File: config.mk
export PLATFORM = sky130hd
export DESIGN_NAME = raster_packet_deframer_top
export DESIGN_NICKNAME = d
export VERILOG_FILES = /design/src/hw/rtl/rpd_pkg.sv /design/src/hw/rtl/rpd_cfg.sv /design/src/hw/rtl/rpd_core.sv /design/src/hw/rtl/rpd_out.sv /design/src/hw/rtl/raster_packet_deframer_top.sv
export SDC_FILE = /design/constraint.sdc
export NUM_CORES = 1
export LEC_CHECK = 0
export BUFFER_PORTS_ARGS = -buffer_cell sky130_fd_sc_hd__buf_2
export CAP_MARGIN = 25
export CELL_PAD_IN_SITES_DETAIL_PLACEMENT = 2
export CELL_PAD_IN_SITES_GLOBAL_PLACEMENT = 2
export CORE_MARGIN = 4
export CORE_UTILIZATION = 43
export CTS_CLUSTER_DIAMETER = 150
export DETAILED_ROUTE_END_ITERATION = 8
export PLACE_DENSITY = 0.82
export SETUP_SLACK_MARGIN = 0.15
export SLEW_MARGIN = 15
export SYNTH_ARGS = -nofsm -noshare
export SYNTH_HDL_FRONTEND = slang
export SYNTH_SLANG_ARGS = --single-unit
File: constraint.sdc
create_clock -name i_clk -period 9.1 [get_ports i_clk]
set_input_delay 1.82 -clock i_clk [delete_from_list [all_inputs] [get_ports i_clk]]
set_output_delay 1.82 -clock i_clk [all_outputs]
set_load 0.005 [all_outputs]
File: src/hw/rtl/rpd_pkg.sv
// ----------------------------------------------------------------------------
// rpd_pkg
// Types and constants of the raster packet deframer.
// ----------------------------------------------------------------------------
package rpd_pkg;

    localparam int unsigned ROW_COUNT_W   = 10;
    localparam int unsigned ROW_BYTES_W   = 11;
    localparam int unsigned POS_W         = 11;
    localparam int unsigned VALUE_W       = 22;
    localparam int unsigned MAX_RESULTS   = 3;
    localparam int unsigned RES_IDX_W     = 2;

    localparam logic [ROW_COUNT_W-1:0] ROW_COUNT_LIMIT_RST = 10'd464;
    localparam logic [ROW_BYTES_W-1:0] ROW_BYTE_LIMIT_RST  = 11'd920;
    localparam logic [15:0]            CODE_A              = 16'hBA0F;
    localparam logic [15:0]            CODE_B              = 16'hBA07;
    localparam logic [POS_W:0]         HEADER_BYTES        = 12'd22;
    localparam logic [POS_W-1:0]       ROW_COUNT_FIELD     = 11'd8;
    localparam logic [POS_W-1:0]       CODE_FIELD          = 11'd0;

    typedef enum logic [0:0] {
        CFG_ROW_COUNT_LIMIT = 1'b0,
        CFG_ROW_BYTE_LIMIT  = 1'b1
    } t_cfg_index;

    typedef enum logic [1:0] {
        PH_HEADER = 2'd0,
        PH_LEN    = 2'd1,
        PH_DATA   = 2'd2
    } t_phase;

    typedef enum logic [1:0] {
        KIND_HEADER = 2'd0,
        KIND_DATA   = 2'd1,
        KIND_STATUS = 2'd2
    } t_kind;

    typedef enum logic [2:0] {
        ST_OK        = 3'd0,
        ST_BAD_CODE  = 3'd1,
        ST_BAD_ROWS  = 3'd2,
        ST_BAD_LEN   = 3'd3,
        ST_TRUNCATED = 3'd4
    } t_status;

    typedef struct packed {
        logic [1:0]             kind;
        logic [3:0]             field_index;
        logic [VALUE_W-1:0]     value;
        logic [ROW_COUNT_W-1:0] row_index;
        logic                   row_end;
        logic [2:0]             status;
        logic                   last;
    } t_result;

    typedef struct packed {
        logic [RES_IDX_W-1:0]        cnt;
        t_result [MAX_RESULTS-1:0]   res;
    } t_bundle;

    typedef struct packed {
        logic [ROW_COUNT_W-1:0] row_count_limit;
        logic [ROW_BYTES_W-1:0] row_byte_limit;
    } t_cfg;

endpackage

File: src/hw/rtl/rpd_cfg.sv
// ----------------------------------------------------------------------------
// rpd_cfg
// Configuration registers: row count limit and row byte limit.
// ----------------------------------------------------------------------------
module rpd_cfg (
    input  logic                          i_clk,
    input  logic                          i_rst_n,
    input  logic                          i_cfg_valid,
    output logic                          o_cfg_ready,
    input  logic                          i_cfg_index,
    input  logic [rpd_pkg::ROW_BYTES_W-1:0] i_cfg_data,
    output rpd_pkg::t_cfg                 o_cfg
);
    import rpd_pkg::*;

    logic [ROW_COUNT_W-1:0] r_row_count_limit;
    logic [ROW_BYTES_W-1:0] r_row_byte_limit;

    assign o_cfg_ready = 1'b1;

    always_ff @(posedge i_clk) begin
        if (!i_rst_n) begin
            r_row_count_limit <= ROW_COUNT_LIMIT_RST;
            r_row_byte_limit  <= ROW_BYTE_LIMIT_RST;
        end else if (i_cfg_valid) begin
            unique case (t_cfg_index'(i_cfg_index))
                CFG_ROW_COUNT_LIMIT: r_row_count_limit <= i_cfg_data[ROW_COUNT_W-1:0];
                CFG_ROW_BYTE_LIMIT:  r_row_byte_limit  <= i_cfg_data;
                default: ;
            endcase
        end
    end

    assign o_cfg.row_count_limit = r_row_count_limit;
    assign o_cfg.row_byte_limit  = r_row_byte_limit;

endmodule

File: src/hw/rtl/rpd_core.sv
// ----------------------------------------------------------------------------
// rpd_core
// Packet state and the per-byte step: header words, row lengths, row data
// with one byte of delay, and the closing status.
// ----------------------------------------------------------------------------
module rpd_core (
    input  logic            i_clk,
    input  logic            i_rst_n,
    input  logic            i_step,
    input  logic [7:0]      i_data_byte,
    input  logic            i_stream_end,
    input  rpd_pkg::t_cfg   i_cfg,
    output rpd_pkg::t_bundle o_bundle
);
    import rpd_pkg::*;

    t_phase                 r_phase,       n_phase;
    logic [POS_W-1:0]       r_pos,         n_pos;
    logic [7:0]             r_high,        n_high;
    logic [15:0]            r_hdr_rows,    n_hdr_rows;
    logic [2:0]             r_hdr_err,     n_hdr_err;
    logic [ROW_COUNT_W-1:0] r_row,         n_row;
    logic [15:0]            r_row_len,     n_row_len;
    logic [7:0]             r_held,        n_held;
    logic                   r_held_valid,  n_held_valid;
    logic [VALUE_W-1:0]     r_total,       n_total;

    logic [15:0]      word;
    logic [POS_W:0]   pos1;
    logic             len_bad;
    logic             data_last;
    logic             row_last;
    logic             hdr_last;
    logic [2:0]       hdr_err_upd;
    logic             done;
    t_status          st;

    assign word      = {r_high, i_data_byte};
    assign pos1      = {1'b0, r_pos} + 1'b1;
    assign n_total   = r_total + 1'b1;
    assign len_bad   = word[0] || (word < 16'd2) ||
                       (word > {{(16-ROW_BYTES_W){1'b0}}, i_cfg.row_byte_limit});
    assign data_last = {{(16-POS_W-1){1'b0}}, pos1} >= r_row_len;
    assign row_last  = ({{(17-ROW_COUNT_W){1'b0}}, r_row} + 17'd1) >= {1'b0, r_hdr_rows};
    assign hdr_last  = pos1 >= HEADER_BYTES;

    always_comb begin
        hdr_err_upd = r_hdr_err;
        if (r_pos[0]) begin
            if ((r_pos[POS_W-1:1] == CODE_FIELD[POS_W-1:1]) && (word != CODE_A) &&
                (word != CODE_B)) begin
                hdr_err_upd = ST_BAD_CODE;
            end
            if ((r_pos[POS_W-1:1] == ROW_COUNT_FIELD[POS_W-2:0]) && (hdr_err_upd == ST_OK) &&
                ((word < 16'd1) ||
                 (word > {{(16-ROW_COUNT_W){1'b0}}, i_cfg.row_count_limit}))) begin
                hdr_err_upd = ST_BAD_ROWS;
            end
        end
    end

    // Decide whether this byte closes the packet, and with which status.
    always_comb begin
        done = 1'b0;
        st   = ST_OK;
        unique case (r_phase)
            PH_LEN: begin
                if (r_pos == '0) begin
                    if (i_stream_end) begin
                        done = 1'b1;
                        st   = ST_TRUNCATED;
                    end
                end else if (len_bad) begin
                    done = 1'b1;
                    st   = ST_BAD_LEN;
                end else if (i_stream_end) begin
                    done = 1'b1;
                    st   = ST_TRUNCATED;
                end
            end
            PH_DATA: begin
                if (data_last && row_last) begin
                    done = 1'b1;
                    st   = ST_OK;
                end else if (i_stream_end) begin
                    done = 1'b1;
                    st   = ST_TRUNCATED;
                end
            end
            default: begin
                if (hdr_last && (hdr_err_upd != ST_OK)) begin
                    done = 1'b1;
                    st   = t_status'(hdr_err_upd);
                end else if (i_stream_end) begin
                    done = 1'b1;
                    st   = ST_TRUNCATED;
                end
            end
        endcase
    end

    // Next state.
    always_comb begin
        n_phase      = r_phase;
        n_pos        = r_pos;
        n_high       = r_high;
        n_hdr_rows   = r_hdr_rows;
        n_hdr_err    = r_hdr_err;
        n_row        = r_row;
        n_row_len    = r_row_len;
        n_held       = r_held;
        n_held_valid = r_held_valid;
        unique case (r_phase)
            PH_LEN: begin
                if (r_pos == '0) begin
                    n_high = i_data_byte;
                    n_pos  = POS_W'(1);
                end else begin
                    n_row_len = word;
                    if (!len_bad && !i_stream_end) begin
                        n_phase      = PH_DATA;
                        n_pos        = '0;
                        n_held_valid = 1'b0;
                    end
                end
            end
            PH_DATA: begin
                if (data_last) begin
                    n_held_valid = 1'b0;
                    if (!row_last) begin
                        n_row   = r_row + 1'b1;
                        n_phase = PH_LEN;
                        n_pos   = '0;
                    end
                end else begin
                    n_held       = i_data_byte;
                    n_held_valid = 1'b1;
                    n_pos        = pos1[POS_W-1:0];
                end
            end
            default: begin
                if (!r_pos[0]) begin
                    n_high = i_data_byte;
                end else if (r_pos[POS_W-1:1] == ROW_COUNT_FIELD[POS_W-2:0]) begin
                    n_hdr_rows = word;
                end
                n_hdr_err = hdr_err_upd;
                if (hdr_last) begin
                    n_phase = PH_LEN;
                    n_pos   = '0;
                    n_row   = '0;
                end else begin
                    n_pos = pos1[POS_W-1:0];
                end
            end
        endcase
    end

    // Results of this byte.
    always_comb begin
        t_result              res_v;
        logic [RES_IDX_W-1:0] n_res;
        res_v = '0;
        n_res = '0;
        o_bundle = '0;
        unique case (r_phase)
            PH_LEN: ;
            PH_DATA: begin
                if (r_held_valid) begin
                    res_v           = '0;
                    res_v.kind      = KIND_DATA;
                    res_v.value     = {{(VALUE_W-8){1'b0}}, r_held};
                    res_v.row_index = r_row;
                    res_v.row_end   = data_last && (i_data_byte == 8'd0);
                    o_bundle.res[n_res] = res_v;
                    n_res = n_res + 1'b1;
                end
                if (data_last && (i_data_byte != 8'd0)) begin
                    res_v           = '0;
                    res_v.kind      = KIND_DATA;
                    res_v.value     = {{(VALUE_W-8){1'b0}}, i_data_byte};
                    res_v.row_index = r_row;
                    res_v.row_end   = 1'b1;
                    o_bundle.res[n_res] = res_v;
                    n_res = n_res + 1'b1;
                end
            end
            default: begin
                if (r_pos[0]) begin
                    res_v             = '0;
                    res_v.kind        = KIND_HEADER;
                    res_v.field_index = r_pos[4:1];
                    res_v.value       = {{(VALUE_W-16){1'b0}}, word};
                    o_bundle.res[n_res] = res_v;
                    n_res = n_res + 1'b1;
                end
            end
        endcase
        if (done) begin
            res_v        = '0;
            res_v.kind   = KIND_STATUS;
            res_v.value  = n_total;
            res_v.status = st;
            o_bundle.res[n_res] = res_v;
            n_res = n_res + 1'b1;
        end
        if (n_res != '0) begin
            o_bundle.res[n_res - 1'b1].last = 1'b1;
        end
        o_bundle.cnt = n_res;
    end

    always_ff @(posedge i_clk) begin
        if (!i_rst_n) begin
            r_phase      <= PH_HEADER;
            r_pos        <= '0;
            r_high       <= '0;
            r_hdr_rows   <= '0;
            r_hdr_err    <= '0;
            r_row        <= '0;
            r_row_len    <= '0;
            r_held       <= '0;
            r_held_valid <= 1'b0;
            r_total      <= '0;
        end else if (i_step) begin
            if (done) begin
                r_phase      <= PH_HEADER;
                r_pos        <= '0;
                r_high       <= '0;
                r_hdr_rows   <= '0;
                r_hdr_err    <= '0;
                r_row        <= '0;
                r_row_len    <= '0;
                r_held       <= '0;
                r_held_valid <= 1'b0;
                r_total      <= '0;
            end else begin
                r_phase      <= n_phase;
                r_pos        <= n_pos;
                r_high       <= n_high;
                r_hdr_rows   <= n_hdr_rows;
                r_hdr_err    <= n_hdr_err;
                r_row        <= n_row;
                r_row_len    <= n_row_len;
                r_held       <= n_held;
                r_held_valid <= n_held_valid;
                r_total      <= n_total;
            end
        end
    end

endmodule

File: src/hw/rtl/rpd_out.sv
// ----------------------------------------------------------------------------
// rpd_out
// Result register: holds the results of one byte and hands them out in order.
// ----------------------------------------------------------------------------
module rpd_out (
    input  logic             i_clk,
    input  logic             i_rst_n,
    input  logic             i_load,
    input  rpd_pkg::t_bundle i_bundle,
    input  logic             i_out_stall,
    output logic             o_out_valid,
    output rpd_pkg::t_result o_result,
    output logic             o_free
);
    import rpd_pkg::*;

    logic [RES_IDX_W-1:0]      r_cnt;
    logic [RES_IDX_W-1:0]      r_idx;
    t_result [MAX_RESULTS-1:0] r_res;
    logic                      pop;
    logic                      pop_last;

    assign o_out_valid = (r_cnt != '0);
    assign o_result    = r_res[r_idx];
    assign pop         = o_out_valid && !i_out_stall;
    assign pop_last    = pop && ((r_idx + 1'b1) == r_cnt);
    assign o_free      = !o_out_valid || pop_last;

    always_ff @(posedge i_clk) begin
        if (!i_rst_n) begin
            r_cnt <= '0;
            r_idx <= '0;
        end else if (i_load) begin
            r_cnt <= i_bundle.cnt;
            r_idx <= '0;
        end else if (pop_last) begin
            r_cnt <= '0;
            r_idx <= '0;
        end else if (pop) begin
            r_idx <= r_idx + 1'b1;
        end
    end

    always_ff @(posedge i_clk) begin
        if (i_load) begin
            r_res <= i_bundle.res;
        end
    end

endmodule

File: src/hw/rtl/raster_packet_deframer_top.sv
// ----------------------------------------------------------------------------
// raster_packet_deframer_top
// Byte-serial deframer for a raster data packet: header words, row data
// with a trailing zero byte dropped, and a closing status per packet.
//
//   channel  direction  handshake                   payload
//   in       sink       i_in_valid / o_in_stall     data_byte, stream_end
//   out      source     o_out_valid / i_out_stall   kind .. last
//   cfg      sink       i_cfg_valid / o_cfg_ready   cfg_index, cfg_data
//
// One byte is taken per cycle while the result register is free; the byte
// is held in the input register and its results in the result register,
// which stays busy until the last result of the byte is handed out.
// Reset is synchronous and returns the deframer to the start of a packet.
// A stall on the output holds the result register and then the input.
// ----------------------------------------------------------------------------
module raster_packet_deframer_top (
    input  logic                            i_clk,
    input  logic                            i_rst_n,
    input  logic                            i_in_valid,
    output logic                            o_in_stall,
    input  logic [7:0]                      i_data_byte,
    input  logic                            i_stream_end,
    output logic                            o_out_valid,
    input  logic                            i_out_stall,
    output logic [1:0]                      o_kind,
    output logic [3:0]                      o_field_index,
    output logic [rpd_pkg::VALUE_W-1:0]     o_value,
    output logic [rpd_pkg::ROW_COUNT_W-1:0] o_row_index,
    output logic                            o_row_end,
    output logic [2:0]                      o_status,
    output logic                            o_last,
    input  logic                            i_cfg_valid,
    output logic                            o_cfg_ready,
    input  logic                            i_cfg_index,
    input  logic [rpd_pkg::ROW_BYTES_W-1:0] i_cfg_data
);
    import rpd_pkg::*;

    logic       r_in_valid;
    logic [7:0] r_in_byte;
    logic       r_in_end;
    logic       out_free;
    logic       consume;
    logic       accept;
    t_cfg       cfg;
    t_bundle    bundle;
    t_result    result;

    assign consume    = r_in_valid && out_free;
    assign o_in_stall = r_in_valid && !out_free;
    assign accept     = i_in_valid && !o_in_stall;

    always_ff @(posedge i_clk) begin
        if (!i_rst_n) begin
            r_in_valid <= 1'b0;
        end else if (accept) begin
            r_in_valid <= 1'b1;
        end else if (consume) begin
            r_in_valid <= 1'b0;
        end
    end

    always_ff @(posedge i_clk) begin
        if (accept) begin
            r_in_byte <= i_data_byte;
            r_in_end  <= i_stream_end;
        end
    end

    rpd_cfg u_cfg (
        .i_clk       (i_clk),
        .i_rst_n     (i_rst_n),
        .i_cfg_valid (i_cfg_valid),
        .o_cfg_ready (o_cfg_ready),
        .i_cfg_index (i_cfg_index),
        .i_cfg_data  (i_cfg_data),
        .o_cfg       (cfg)
    );

    rpd_core u_core (
        .i_clk        (i_clk),
        .i_rst_n      (i_rst_n),
        .i_step       (consume),
        .i_data_byte  (r_in_byte),
        .i_stream_end (r_in_end),
        .i_cfg        (cfg),
        .o_bundle     (bundle)
    );

    rpd_out u_out (
        .i_clk       (i_clk),
        .i_rst_n     (i_rst_n),
        .i_load      (consume),
        .i_bundle    (bundle),
        .i_out_stall (i_out_stall),
        .o_out_valid (o_out_valid),
        .o_result    (result),
        .o_free      (out_free)
    );

    assign o_kind        = result.kind;
    assign o_field_index = result.field_index;
    assign o_value       = result.value;
    assign o_row_index   = result.row_index;
    assign o_row_end     = result.row_end;
    assign o_status      = result.status;
    assign o_last        = result.last;

endmodule

==> flow_metrics.env <==
export IMPL_run_status="complete, no violations"
export IMPL_dp_slack_ns=3.405
export IMPL_hp_class="reg2reg"
export IMPL_async_flop_share=0
export IMPL_fmax_mhz=170.9
export IMPL_drtPass1Iterations=7
export IMPL_drc=0
export IMPL_skew_ns=0.02022
export IMPL_drv_cap=0
export IMPL_p_leak_nw=5.197
export IMPL_ir_worst_vdd_mv=0.1302
export IMPL_ctsResizeCount=0
export IMPL_layoutNonFillerInstCount=1759
export IMPL_areaGrowthSynthToFinish_pct=12.09
export IMPL_fin_tns_setup_ns=0
export IMPL_synth_edff_count=117
export IMPL_cts_buffers=27
export IMPL_ys_warnings_count=0
export IMPL_worst_pin_slew_ns=0.9886
export IMPL_grt_setup_unrepaired="false"
export IMPL_critPathKind="reg2reg"
export IMPL_row_count=62
export IMPL_holdBufCountCts=0
export IMPL_cts_num_sinks=240
export IMPL_insertedDiodeCount=0
export IMPL_fin_crit_sh=0.6429
export IMPL_p_total_mw=2.467
export IMPL_start_util=0.4368
export IMPL_end_kind="flip-flop"
export IMPL_synth_commonest_cells="nand2_1, dfxtp_1, edfxtp_1"
export IMPL_worst_endpoint_required_ns=9.38
export IMPL_whs_ns=0.4581
export IMPL_hpwl_um=28550
export IMPL_startpoint_type="flip-flop"
export IMPL_yosysTopAreaCell="edfxtp_1"
export IMPL_relSlewSlack=0.3359
export IMPL_viasPerCell=5.976
export IMPL_grt_pass1_wl_um=67040
export IMPL_maxSlewViolCount=0
export IMPL_antenna_left=0
export IMPL_clk_latency_ns=0.57
export IMPL_synthFlopType="dfxtp_1"
export IMPL_dp_cells=1707
export IMPL_ys_ff_latch=240
export IMPL_synth_top_cell_area_share=0.2802
export IMPL_cts_tree="done"
export IMPL_gp_congestion=0.8774
export IMPL_fin_area_um2=14050
export IMPL_seq_area_frac_synth=0.4766
export IMPL_finalSetupViolations=0
export IMPL_grt_pass1_vias=11348
export IMPL_antenna_found_initial=1
export IMPL_placed_cell_area_um2=13200
export IMPL_hold_violations=0
export IMPL_fp_dieH_um=178.8
export IMPL_avgRoutedWirePerCell_um=24.40
export IMPL_synth_distinct_cells=79
export IMPL_synthTopCellsByArea="edfxtp_1, dfxtp_1, ha_1"
export IMPL_syn_num_nets=1393
export IMPL_fin_ws_ns=3.249
export IMPL_fin_util=0.4896
export IMPL_grt_ovfl_total=0
export IMPL_cp_max_fo=27
export IMPL_grt_max_degree=68
export IMPL_vias=10511
export IMPL_synth_area_per_cell_um2=9.563
export IMPL_netlist_area_um2=12540
export IMPL_drt_iter0_drc=847
export IMPL_post_cts_buffers=0
export IMPL_wl_um=42930
export IMPL_core_area_um2=28700
export IMPL_finalCriticalPeriod_ns=5.851
export IMPL_clkTransAtPathRegs_ns=0.06
export IMPL_postSynthCellCount=1311
export IMPL_clockBufferDepth=3
export IMPL_grtUsageTotal=0.2669
export IMPL_dieArea_um2=31950
export IMPL_ctsHtreeMaxLevel=1
export IMPL_crit_arrival_ns=6.13
export IMPL_drive_gt1_frac=0.1149
export IMPL_root_buffer="clkbuf_16"
export IMPL_dieWidth_um=178.8
export IMPL_ios=72
export IMPL_power_density_nw_per_um2=175.5
export IMPL_yosysMostFrequentCell="nand2_1"
export IMPL_nNetsFinal=1436
export IMPL_io_buffers=70
placed cells by master, fill, tap and decap left out, types with 10 or more instances in the layout:
| cell type | instances |
|---|---|
| buf_4 | 16 |
| and3_1 | 18 |
| ha_1 | 56 |
| and2_1 | 31 |
| inv_1 | 67 |
| nand2_1 | 173 |
| edfxtp_1 | 117 |
| mux2i_1 | 57 |
| a32o_1 | 24 |
| dfxtp_1 | 121 |
| clkbuf_16 | 28 |
| nand4_1 | 25 |
| clkbuf_1 | 10 |
| nand2b_1 | 12 |
| xor2_1 | 23 |
| or3_1 | 21 |
| buf_2 | 70 |
| a21oi_1 | 61 |
| nor2_1 | 95 |
| xnor2_1 | 15 |
| nor2b_1 | 19 |
| nand3_1 | 43 |
| o21ai_0 | 62 |
| o211ai_1 | 15 |
| nor3_1 | 27 |
cells by family (layout without fill, tap and decap cells):
kind of cell / after synthesis / after routing / share of synthesized area
AO/OA/AOI/OAI: 262 / 262 / 0.1469
XOR/XNOR: 38 / 38 / 0.02655
adder cells (fa/ha/maj): 56 / 56 / 0.05589
AND/OR/NAND/NOR: 512 / 512 / 0.2008
buffers and inverters: 143 / 207 / 0.04561
flip-flops: 240 / 240 / 0.4766
other: 1 / 1 / 0.0002991
multiplexers: 59 / 59 / 0.04731
sequential cells by signal, summed over array words and instances (netlist names), 10 cells and up:
signal	cells
u_core.r_hdr_rows	16
u_core.r_row_len	16
u_core.r_total	22
u_core.r_row	10
u_cfg.r_row_byte_limit	11
u_core.r_pos	11
u_cfg.r_row_count_limit	10
u_out.r_res	108
routing by layer:
layer	vias to the layer above	track usage	routed length (um)
met1	5400	0.3480	19050
met4	2	0.05532	855
met5	-	0	13
met3	59	0.02952	1664
li1	4838	-	-
met2	212	0.4799	21340
power breakdown:
part / internal, mW / switching, mW / total, mW
Clock: 0.587 / 0.470 / 1.06
Combinational: 0.0685 / 0.152 / 0.221
Sequential: 1.16 / 0.0264 / 1.19
critical path: stages (launching register included):
cell and delay, ns:
dfxtp_1 0.65, ha_1 0.48, nand3_1 0.24, xnor2_1 0.44, ha_1 0.33, o21a_1 0.18
o211ai_1 0.21, a31o_2 0.16, a31o_2 0.38, nor2_1 0.13, inv_1 0.13, ha_1 0.24
a21oi_1 0.45, ha_1 0.53, o221ai_2 0.17, buf_4 0.27, inv_1 0.36, a21oi_1 0.20
final timing paths:
| path | start | to | slack (ns) | cells after the start |
|---|---|---|---|---|
| max | u_core.r_pos[0]$_SDFFE_PN0P_ | u_out.r_res[20]$_DFFE_PP_ | 3.25 | 17 |
| min | u_core.r_row_len[11]$_SDFFE_PN0P_ | u_core.r_row_len[11]$_SDFFE_PN0P_ | 0.46 | 2 |
| max reg2reg | u_core.r_pos[0]$_SDFFE_PN0P_ | u_out.r_res[20]$_DFFE_PP_ | 3.25 | 17 |
| min reg2reg | u_core.r_row_len[11]$_SDFFE_PN0P_ | u_core.r_row_len[11]$_SDFFE_PN0P_ | 0.46 | 2 |
layout make-up:
| class | count | area, um^2 |
|---|---|---|
| fill | 3055 | 14650 |
| multi-input combinational | 928 | 5992 |
| sequential | 240 | 5978 |
| clock buffer | 40 | 765.7 |
| timing repair buffer | 88 | 500.5 |
| tap | 384 | 480.5 |
| inverter | 69 | 261.5 |
| clock inverter | 10 | 73.82 |
Power figures use the tool's default switching activity.
